--- src/rtl/srgbld_pkg.sv ---
`timescale 1ns / 1ps
`default_nettype none
// ---------------------------------------------------------------------------
// srgbld_pkg
// Shared types, constants and helpers for the serial RGB LED chain driver.
// ---------------------------------------------------------------------------
package srgbld_pkg;

    // Chain size and pixel store layout: one row of the store holds one LED.
    localparam int LED_TOTAL = 64;
    localparam int LED_AW    = (LED_TOTAL > 1) ? $clog2(LED_TOTAL) : 1;
    localparam int CH_W      = 7;
    localparam int ROW_W     = 3 * CH_W;

    // Colour scaling: c * b / 200 is done as c * (b * 5243) >> 20, which is
    // exact for every product below 25600.
    localparam int BRIGHT_RECIP = 5243;
    localparam int BRIGHT_SHIFT = 20;
    localparam int FACTOR_W     = 20;
    localparam int COLOUR_W     = 8;
    localparam int PROD_W       = COLOUR_W + FACTOR_W;
    localparam int BRIGHT_W     = 7;
    localparam int BRIGHT_MAX   = 100;

    // Configuration port.
    localparam int CFG_AW = 5;
    localparam int CFG_DW = 32;
    localparam int TICK_W = 16;

    localparam logic [2:0] REG_ZERO_HIGH   = 3'd0;
    localparam logic [2:0] REG_ZERO_PERIOD = 3'd1;
    localparam logic [2:0] REG_ONE_HIGH    = 3'd2;
    localparam logic [2:0] REG_ONE_PERIOD  = 3'd3;
    localparam logic [2:0] REG_LATCH       = 3'd4;
    localparam logic [2:0] REG_BRIGHTNESS  = 3'd5;

    localparam logic [TICK_W-1:0]   RST_ZERO_HIGH   = 16'd18;
    localparam logic [TICK_W-1:0]   RST_ZERO_PERIOD = 16'd126;
    localparam logic [TICK_W-1:0]   RST_ONE_HIGH    = 16'd108;
    localparam logic [TICK_W-1:0]   RST_ONE_PERIOD  = 16'd130;
    localparam logic [TICK_W-1:0]   RST_LATCH       = 16'd21600;
    localparam logic [BRIGHT_W-1:0] RST_BRIGHTNESS  = 7'd100;
    localparam logic [FACTOR_W-1:0] RST_FACTOR      = FACTOR_W'(100 * BRIGHT_RECIP);

    // Item commands.
    localparam logic [1:0] CMD_WRITE = 2'd0;
    localparam logic [1:0] CMD_START = 2'd1;
    localparam logic [1:0] CMD_TICK  = 2'd2;

    // Colour position within an LED, in transmission order.
    localparam logic [1:0] COL_RED   = 2'd0;
    localparam logic [1:0] COL_GREEN = 2'd1;
    localparam logic [1:0] COL_BLUE  = 2'd2;

    typedef enum logic [2:0] {
        PH_IDLE  = 3'b001,
        PH_BITS  = 3'b010,
        PH_LATCH = 3'b100
    } phase_t;

    // Picks one bit of one colour byte out of a stored row. Bit seven of a
    // stored byte is always zero.
    function automatic logic row_bit(input logic [ROW_W-1:0] row,
                                     input logic [1:0]       col,
                                     input logic [2:0]       bitn);
        logic [7:0] b;
        case (col)
            COL_RED:   b = {1'b0, row[3*CH_W-1 -: CH_W]};
            COL_GREEN: b = {1'b0, row[2*CH_W-1 -: CH_W]};
            default:   b = {1'b0, row[CH_W-1 -: CH_W]};
        endcase
        return b[bitn];
    endfunction

endpackage
`default_nettype wire

--- src/rtl/srgbld_ram.sv ---
`timescale 1ns / 1ps
`default_nettype none
// ---------------------------------------------------------------------------
// srgbld_ram
// Simple dual-port RAM: one write port, one read port with registered data.
// A read of the address being written returns the old contents.
// ---------------------------------------------------------------------------
module srgbld_ram #(
    parameter int WIDTH = 8,
    parameter int DEPTH = 16
) (
    input  wire logic                                        clk,
    input  wire logic                                        we,
    input  wire logic [((DEPTH > 1) ? $clog2(DEPTH) : 1)-1:0] waddr,
    input  wire logic [WIDTH-1:0]                            wdata,
    input  wire logic [((DEPTH > 1) ? $clog2(DEPTH) : 1)-1:0] raddr,
    output logic      [WIDTH-1:0]                            rdata
);

    logic [WIDTH-1:0] mem [DEPTH];

    always_ff @(posedge clk)
    begin
        if (we)
        begin
            mem[waddr] <= wdata;
        end
        rdata <= mem[raddr];
    end

endmodule
`default_nettype wire

--- src/rtl/serial_rgb_led_chain_driver.sv ---
`timescale 1ns / 1ps
`default_nettype none
// ---------------------------------------------------------------------------
// serial_rgb_led_chain_driver
// One-wire RGB LED chain driver with a scaled pixel store and a bit timer.
// ---------------------------------------------------------------------------
//  channel  | signals                                 | transfer when
//  ---------+-----------------------------------------+-----------------------
//  item     | item_valid, item_stall, cmd, led_index, | item_valid & !item_stall
//           | red_in, green_in, blue_in               |
//  result   | result_valid, result_stall, line_level, | result_valid & !result_stall
//           | busy_res, frame_done                    |
//  config   | psel, penable, pwrite, paddr, pwdata,   | psel & penable & pwrite
//           | prdata, pready                          |
//
// Each accepted item yields one result in the next cycle; the block takes
// one item per cycle with no gaps unless the result is stalled. The pixel
// store is a RAM of one row per LED; the row being sent and the next one are
// held in registers and refilled by reads, kept current by forwarding of
// pixel writes. Reset clears all control state and the row valid bits, so
// unwritten rows read as zero; no clearing pass is needed. A stalled result
// holds the input side, since the result register is the only buffer.
// ---------------------------------------------------------------------------
module serial_rgb_led_chain_driver (
    input  wire logic                           clk,
    input  wire logic                           rst_n,
    input  wire logic                           item_valid,
    output logic                                item_stall,
    input  wire logic [1:0]                     cmd,
    input  wire logic [5:0]                     led_index,
    input  wire logic [7:0]                     red_in,
    input  wire logic [7:0]                     green_in,
    input  wire logic [7:0]                     blue_in,
    output logic                                result_valid,
    input  wire logic                           result_stall,
    output logic                                line_level,
    output logic                                busy_res,
    output logic                                frame_done,
    input  wire logic                           psel,
    input  wire logic                           penable,
    input  wire logic                           pwrite,
    input  wire logic [srgbld_pkg::CFG_AW-1:0]  paddr,
    input  wire logic [srgbld_pkg::CFG_DW-1:0]  pwdata,
    output logic      [srgbld_pkg::CFG_DW-1:0]  prdata,
    output logic                                pready
);

    import srgbld_pkg::*;

    // Configuration registers.
    logic [TICK_W-1:0]   zero_high_reg;
    logic [TICK_W-1:0]   zero_period_reg;
    logic [TICK_W-1:0]   one_high_reg;
    logic [TICK_W-1:0]   one_period_reg;
    logic [TICK_W-1:0]   latch_reg;
    logic [BRIGHT_W-1:0] bright_reg;
    logic [FACTOR_W-1:0] factor_reg;

    // Frame state.
    phase_t              phase_reg,    phase_next;
    logic [LED_AW-1:0]   led_reg,      led_next;
    logic [1:0]          col_reg,      col_next;
    logic [2:0]          bit_reg,      bit_next;
    logic [TICK_W-1:0]   tick_reg,     tick_next;
    logic                cur_bit_reg,  cur_bit_next;
    logic                line_reg,     line_next;
    logic                done_reg,     done_next;
    logic                res_vld_reg,  res_vld_next;

    // Row buffers and fetch tracking.
    logic [ROW_W-1:0]    cur_row_reg,  cur_row_next;
    logic [ROW_W-1:0]    nxt_row_reg,  nxt_row_next;
    logic                cur_pend_reg, cur_pend_next;
    logic                nxt_pend_reg, nxt_pend_next;
    logic [LED_AW-1:0]   rd_addr_reg,  rd_addr_next;
    logic                ovr_reg,      ovr_next;
    logic [LED_TOTAL-1:0] row_vld_reg;

    logic                cfg_we;
    logic [2:0]          cfg_idx;
    logic [BRIGHT_W-1:0] bright_wr;

    logic                item_acc;
    logic                pix_we;
    logic                start_acc;
    logic                tick_acc;
    logic [PROD_W-1:0]   prod_r, prod_g, prod_b;
    logic [ROW_W-1:0]    wrow;
    logic [LED_AW-1:0]   waddr;
    logic [ROW_W-1:0]    rdata;
    logic [ROW_W-1:0]    arr_row;
    logic [ROW_W-1:0]    cur_eff, nxt_eff;

    logic [TICK_W-1:0]   high_cnt, per_cnt;
    logic                bit_end, byte_end, led_end, frame_end, led_adv;

    // ------------------------------------------------------------------
    // Configuration port
    // ------------------------------------------------------------------
    assign pready    = 1'b1;
    assign cfg_we    = psel & penable & pwrite;
    assign cfg_idx   = paddr[CFG_AW-1:2];
    assign bright_wr = pwdata[BRIGHT_W-1:0];

    always_ff @(posedge clk or negedge rst_n)
    begin
        if (!rst_n)
        begin
            zero_high_reg   <= RST_ZERO_HIGH;
            zero_period_reg <= RST_ZERO_PERIOD;
            one_high_reg    <= RST_ONE_HIGH;
            one_period_reg  <= RST_ONE_PERIOD;
            latch_reg       <= RST_LATCH;
            bright_reg      <= RST_BRIGHTNESS;
            factor_reg      <= RST_FACTOR;
        end
        else if (cfg_we)
        begin
            case (cfg_idx)
                REG_ZERO_HIGH:   zero_high_reg   <= pwdata[TICK_W-1:0];
                REG_ZERO_PERIOD: zero_period_reg <= pwdata[TICK_W-1:0];
                REG_ONE_HIGH:    one_high_reg    <= pwdata[TICK_W-1:0];
                REG_ONE_PERIOD:  one_period_reg  <= pwdata[TICK_W-1:0];
                REG_LATCH:       latch_reg       <= pwdata[TICK_W-1:0];
                REG_BRIGHTNESS:
                begin
                    // Values above full scale are dropped.
                    if (32'(bright_wr) <= 32'(BRIGHT_MAX))
                    begin
                        bright_reg <= bright_wr;
                        factor_reg <= FACTOR_W'(bright_wr) * FACTOR_W'(BRIGHT_RECIP);
                    end
                end
                default: ;
            endcase
        end
    end

    always_comb
    begin
        case (cfg_idx)
            REG_ZERO_HIGH:   prdata = CFG_DW'(zero_high_reg);
            REG_ZERO_PERIOD: prdata = CFG_DW'(zero_period_reg);
            REG_ONE_HIGH:    prdata = CFG_DW'(one_high_reg);
            REG_ONE_PERIOD:  prdata = CFG_DW'(one_period_reg);
            REG_LATCH:       prdata = CFG_DW'(latch_reg);
            REG_BRIGHTNESS:  prdata = CFG_DW'(bright_reg);
            default:         prdata = '0;
        endcase
    end

    // ------------------------------------------------------------------
    // Item decode and pixel scaling
    // ------------------------------------------------------------------
    assign item_stall = res_vld_reg & result_stall;
    assign item_acc   = item_valid & ~item_stall;
    assign pix_we     = item_acc & (cmd == CMD_WRITE) & (32'(led_index) < 32'(LED_TOTAL));
    assign start_acc  = item_acc & (cmd == CMD_START) & (phase_reg == PH_IDLE);
    assign tick_acc   = item_acc & (cmd == CMD_TICK);

    assign prod_r = PROD_W'(red_in)   * PROD_W'(factor_reg);
    assign prod_g = PROD_W'(green_in) * PROD_W'(factor_reg);
    assign prod_b = PROD_W'(blue_in)  * PROD_W'(factor_reg);
    assign wrow   = {prod_r[BRIGHT_SHIFT+CH_W-1:BRIGHT_SHIFT],
                     prod_g[BRIGHT_SHIFT+CH_W-1:BRIGHT_SHIFT],
                     prod_b[BRIGHT_SHIFT+CH_W-1:BRIGHT_SHIFT]};
    assign waddr  = LED_AW'(led_index);

    srgbld_ram #(
        .WIDTH (ROW_W),
        .DEPTH (LED_TOTAL)
    ) u_store (
        .clk   (clk),
        .we    (pix_we),
        .waddr (waddr),
        .wdata (wrow),
        .raddr (rd_addr_next),
        .rdata (rdata)
    );

    // ------------------------------------------------------------------
    // Row fetch. A returning read is merged with a write of the same row
    // in this cycle or in the cycle the read was issued.
    // ------------------------------------------------------------------
    always_comb
    begin
        if (pix_we && (waddr == rd_addr_reg))
        begin
            arr_row = wrow;
        end
        else if (ovr_reg)
        begin
            arr_row = cur_pend_reg ? cur_row_reg : nxt_row_reg;
        end
        else if (row_vld_reg[rd_addr_reg])
        begin
            arr_row = rdata;
        end
        else
        begin
            arr_row = '0;
        end
    end

    assign cur_eff = cur_pend_reg ? arr_row : cur_row_reg;
    assign nxt_eff = nxt_pend_reg ? arr_row : nxt_row_reg;

    // ------------------------------------------------------------------
    // Bit timer
    // ------------------------------------------------------------------
    assign high_cnt  = cur_bit_reg ? one_high_reg   : zero_high_reg;
    assign per_cnt   = cur_bit_reg ? one_period_reg : zero_period_reg;
    assign bit_end   = (tick_reg >= per_cnt);
    assign byte_end  = bit_end & (bit_reg == 3'd0);
    assign led_end   = byte_end & (col_reg == COL_BLUE);
    assign frame_end = led_end & (led_reg == LED_AW'(LED_TOTAL - 1));
    assign led_adv   = tick_acc & (phase_reg == PH_BITS) & led_end & ~frame_end;

    always_comb
    begin
        phase_next   = phase_reg;
        led_next     = led_reg;
        col_next     = col_reg;
        bit_next     = bit_reg;
        tick_next    = tick_reg;
        cur_bit_next = cur_bit_reg;
        line_next    = line_reg;
        done_next    = 1'b0;

        if (start_acc)
        begin
            led_next     = '0;
            col_next     = COL_RED;
            bit_next     = 3'd7;
            tick_next    = '0;
            phase_next   = PH_BITS;
            line_next    = 1'b0;
            cur_bit_next = 1'b0;
        end
        else if (tick_acc)
        begin
            case (phase_reg)
                PH_BITS:
                begin
                    line_next = (tick_reg < high_cnt);
                    if (bit_end)
                    begin
                        tick_next = '0;
                        if (bit_reg == 3'd0)
                        begin
                            bit_next = 3'd7;
                            if (col_reg == COL_BLUE)
                            begin
                                col_next = COL_RED;
                                led_next = led_reg + LED_AW'(1);
                            end
                            else
                            begin
                                col_next = col_reg + 2'd1;
                            end
                        end
                        else
                        begin
                            bit_next = bit_reg - 3'd1;
                        end
                        if (frame_end)
                        begin
                            phase_next   = PH_LATCH;
                            cur_bit_next = 1'b0;
                        end
                        else
                        begin
                            // A new LED always starts on bit seven, which is
                            // zero, so the current row serves every load.
                            cur_bit_next = row_bit(cur_eff, col_next, bit_next);
                        end
                    end
                    else
                    begin
                        tick_next = tick_reg + TICK_W'(1);
                    end
                end
                PH_LATCH:
                begin
                    line_next = 1'b0;
                    if (tick_reg >= latch_reg)
                    begin
                        tick_next  = '0;
                        phase_next = PH_IDLE;
                        done_next  = 1'b1;
                    end
                    else
                    begin
                        tick_next = tick_reg + TICK_W'(1);
                    end
                end
                default:
                begin
                    line_next = 1'b0;
                end
            endcase
        end
    end

    // Read issue: LED 0 on start, then LED 1 once it is in, then the LED after
    // the next one whenever the frame moves on to a new LED.
    always_comb
    begin
        rd_addr_next  = led_reg + LED_AW'(1);
        cur_pend_next = 1'b0;
        nxt_pend_next = 1'b0;
        if (start_acc)
        begin
            rd_addr_next  = '0;
            cur_pend_next = 1'b1;
        end
        else if (cur_pend_reg)
        begin
            rd_addr_next  = led_reg + LED_AW'(1);
            nxt_pend_next = 1'b1;
        end
        else if (led_adv)
        begin
            rd_addr_next  = led_reg + LED_AW'(2);
            nxt_pend_next = 1'b1;
        end
        ovr_next = pix_we & (waddr == rd_addr_next);
    end

    always_comb
    begin
        cur_row_next = cur_row_reg;
        nxt_row_next = nxt_row_reg;
        if (cur_pend_reg)
        begin
            cur_row_next = arr_row;
        end
        if (led_adv)
        begin
            cur_row_next = nxt_eff;
        end
        if (pix_we && (waddr == led_reg))
        begin
            cur_row_next = wrow;
        end
        if (nxt_pend_reg)
        begin
            nxt_row_next = arr_row;
        end
        if (pix_we && (waddr == led_reg + LED_AW'(1)))
        begin
            nxt_row_next = wrow;
        end
    end

    assign res_vld_next = item_acc | (res_vld_reg & result_stall);

    always_ff @(posedge clk or negedge rst_n)
    begin
        if (!rst_n)
        begin
            phase_reg    <= PH_IDLE;
            led_reg      <= '0;
            col_reg      <= COL_RED;
            bit_reg      <= 3'd7;
            tick_reg     <= '0;
            cur_bit_reg  <= 1'b0;
            line_reg     <= 1'b0;
            done_reg     <= 1'b0;
            res_vld_reg  <= 1'b0;
            cur_pend_reg <= 1'b0;
            nxt_pend_reg <= 1'b0;
            ovr_reg      <= 1'b0;
            row_vld_reg  <= '0;
        end
        else
        begin
            if (item_acc)
            begin
                phase_reg   <= phase_next;
                led_reg     <= led_next;
                col_reg     <= col_next;
                bit_reg     <= bit_next;
                tick_reg    <= tick_next;
                cur_bit_reg <= cur_bit_next;
                line_reg    <= line_next;
                done_reg    <= done_next;
            end
            res_vld_reg  <= res_vld_next;
            cur_pend_reg <= cur_pend_next;
            nxt_pend_reg <= nxt_pend_next;
            ovr_reg      <= ovr_next;
            if (pix_we)
            begin
                row_vld_reg[waddr] <= 1'b1;
            end
        end
    end

    always_ff @(posedge clk)
    begin
        cur_row_reg <= cur_row_next;
        nxt_row_reg <= nxt_row_next;
        rd_addr_reg <= rd_addr_next;
    end

    assign result_valid = res_vld_reg;
    assign line_level   = line_reg;
    assign busy_res     = (phase_reg != PH_IDLE);
    assign frame_done   = done_reg;

endmodule
`default_nettype wire

--- config.mk ---
export PLATFORM = sky130hd
export DESIGN_NAME = serial_rgb_led_chain_driver
export DESIGN_NICKNAME = d
export VERILOG_FILES = /design/src/rtl/srgbld_pkg.sv /design/src/rtl/srgbld_ram.sv /design/src/rtl/serial_rgb_led_chain_driver.sv
export SDC_FILE = /design/constraint.sdc
export NUM_CORES = 2
export LEC_CHECK = 0
export ABC_AREA = 1
export CORE_ASPECT_RATIO = 0.8
export CORE_MARGIN = 2
export CORE_UTILIZATION = 40
export CTS_CLUSTER_SIZE = 8
export DETAILED_ROUTE_END_ITERATION = 10
export DONT_BUFFER_PORTS = 1
export GPL_TIMING_DRIVEN = 0
export MAX_ROUTING_LAYER = met4
export PLACE_DENSITY_LB_ADDON = 0.08
export SYNTH_ARGS = -nofsm -noshare
export SYNTH_HDL_FRONTEND = slang
export SYNTH_SLANG_ARGS = --single-unit
--- constraint.sdc ---
create_clock -name clk -period 5.3 [get_ports clk]
set_input_delay 0.53 -clock clk [delete_from_list [all_inputs] [get_ports clk]]
set_output_delay 0.53 -clock clk [all_outputs]
set_load 0.03 [all_outputs]
==> impl_results.md <==
- CTS tree: built
- FP Rows: 156
- Overflow after GRT: 0
- Number of global-route vias before repair: 67562
- Initial antenna violation count: 32
- Clock skew: 132 ps
- Number of flip-flops in the largest register: 1344
- Post-Syn Area per Cell: 9.13 um2
- Final WS setup: -129 ps
- H-Tree Depth: 4
- Reg2reg end: cur_bit_reg
- Syn Inst Count: 9961
- Worst slew margin: 12.8%
- First-pass GRT wire length: 473000 um
- Total routed wirelength: 339000 um
- Count of cell types in the netlist: 57
- Die H: 431 um
- RSZ-0062 raised after global routing: yes
- Synthesis warning total: 0
- # DRC: 0
- Die width: 537 um
- I/O pin total: 114
- Final #Nets: 11049
- CP Max Fanout: 10
- Worst Hold Depth: 2
- Clock transition at path regs: 60 ps
- Most common cell after layout, fill and taps aside: nand2_1
- Largest net degree at the start of global routing: 208
- CP endpoint kind: flop
- Layout cells sized above 1: 10.9%
- Crit Reg-Reg Startpoint: bright_reg[0]
- Max-slew violation count: 0
- GRT Total Usage: 28.9%
- DR vias: 72374
- Core area: 226000 um2
- WL met3: 28600 um
- WL met1: 150000 um
- IO buf count: 0
- Root Driver: clkbuf_16
- Sink Count: 1620
- Max-cap violations: 0
- Router iterations before antenna repair: 8
- Least-Margin Pin Slew: 1300 ps
- FFs w/ async S/R, synth: 12.8%
- Layout area overhead: 16.6%
- Hold_sp: pwdata[6]
- Via-per-instance ratio: 5.36
- Flop-to-flop setup slack: -130 ps
- Data arrival, critical path: 6110 ps
- Hold WS: 48.6 ps
- Post-route ant nets: 0
- Register area share after synthesis: 51.6%
- HPWL reported at the end of detailed placement: 231000 um
- Final hold violation count: 0
- Cell area after synthesis: 91000 um2
- Outcome: complete, but fails checks
- Ys flop type: edfxtp_1
- Depth of the most critical reg-to-reg path: 27
- Clock buffer depth: 4
- Register bit total from synthesis: 1620
- Met2 WL: 147000 um
- Gpl congestion: 0.976
- Highest clock rate: 184 MHz
- Period utilization: 102%
- Drt wl/cell: 25.1 um
- Hold Crit Class: input pin to flop
- Most frequent cells in the layout: 2217 x nand2_1, 1985 x inv_1, 1344 x edfxtp_1
- Number of synthesized flops with an enable pin: 1344
- Startpoint Class: flop
- CTS Buf Count: 229
- Highest metal used: met4
- CP Class: flop to flop
- Clock Latency Late Sink: 920 ps
- Final setup viols: 3
- Initial Util: 40.2%
- Min cycle time layout: 5430 ps
- End of the worst hold path: bright_reg[6]
- Die area: 231000 um2
- Initial drt markers: 8679
- Failing checks: setup timing
- Required time worst endpoint: 5980 ps
-- worst max-delay path, stage by stage (launching register included) --
cell	delay (ps)
dfrtp_4	560
clkbuf_16	180
buf_12	140
nand2_1	90
fa_2	520
fa_1	510
inv_1	50
fa_1	480
inv_1	70
fa_1	490
inv_1	60
ha_4	280
nand2_2	70
buf_4	140
nor4_2	250
nand3_1	220
nand2_1	110
nand2_1	60
nand2_2	180
nand2_1	100
nand3_1	140
nand3_1	100
nand4_1	130
nand3_1	90
nand2_2	90
nand2_1	50
nand3_1	70
nand2_1	60
-- worst max-delay path by stage --
stage | slack [ps] | end | cells past startpoint | startpoint
4_1_cts | -100 | cur_row_reg[5] | 19 | factor_reg[19]
5_1_grt | -290 | cur_bit_reg | 30 | factor_reg[19]
3_5_place_dp | -2450 | cur_bit_reg | 30 | bright_reg[0]
3_3_place_gp | -4130 | u_store.mem[30][8] | 18 | bright_reg[0]
2_1_floorplan | -110 | cur_bit_reg | 29 | factor_reg[19]
6_report | -130 | cur_bit_reg | 27 | bright_reg[0]
-- layout make-up --
| type | count | area [um2] |
|---|---|---|
| fill | 21606 | 120000 |
| sequential | 1620 | 47000 |
| multi-input combinational | 5761 | 35500 |
| inverter | 2005 | 7550 |
| clock buffer | 305 | 6030 |
| tap | 3002 | 3760 |
| buffer | 578 | 3130 |
| timing repair buffer | 206 | 2940 |
| clock inverter | 9 | 143 |
| antenna | 16 | 40.0 |
-- Yosys cell counts, types with 125 or more instances --
library cell | count | area (um2)
nand3_1 | 1353 | 6770
ha_1 | 237 | 2970
clkbuf_1 | 335 | 1260
fa_1 | 335 | 6710
edfxtp_1 | 1344 | 40400
o21ai_0 | 334 | 1670
nand4_1 | 501 | 3130
inv_1 | 1995 | 7490
a21oi_1 | 125 | 626
nand2_1 | 2269 | 8520
dfrtp_1 | 178 | 4450
nor2_1 | 239 | 897
buf_2 | 199 | 996
-- metal layers --
layer	vias up	track usage, %
met5	-	-
met4	0	9.65
met3	545	3.95
met2	3122	41.9
met1	35461	41.6
li1	33246	-
-- stage by stage --
step	instance area [um2]	setup TNS, ps	util, %	worst slack (ps)	std cells
3_3_place_gp	94800	-4234390	41.9	-4130	12978
5_1_grt	106000	-15710	46.9	-288	13496
6_report	106000	-133	46.9	-129	13502
4_1_cts	104000	-1660	46.2	-95.6	13412
2_1_floorplan	91000	-110	-	-110	9976
3_5_place_dp	96600	-1845810	42.7	-2450	13053
-- cell families after synthesis --
| logic type | share of synthesized area [%] |
|---|---|
| xor+xnor | 0.453 |
| mux | 0.143 |
| simple gates | 22.2 |
| compound gates | 3.77 |
| other cells | 0.00826 |
| flops | 51.6 |
| buf+inv | 11.2 |
| fa+ha+maj | 10.6 |
-- timing repair --
item,CTS,global route
setup endpoints to repair,1412,1003
gates resized for setup,276,221
pin swaps,31,80
hold endpoints to repair,251,0
cloned,9,22
buffers inserted,44,53
hold buffers,13,0
Power is not shown: default switching activity piles up to over one toggle a cycle in this logic, so the estimate is an artifact.
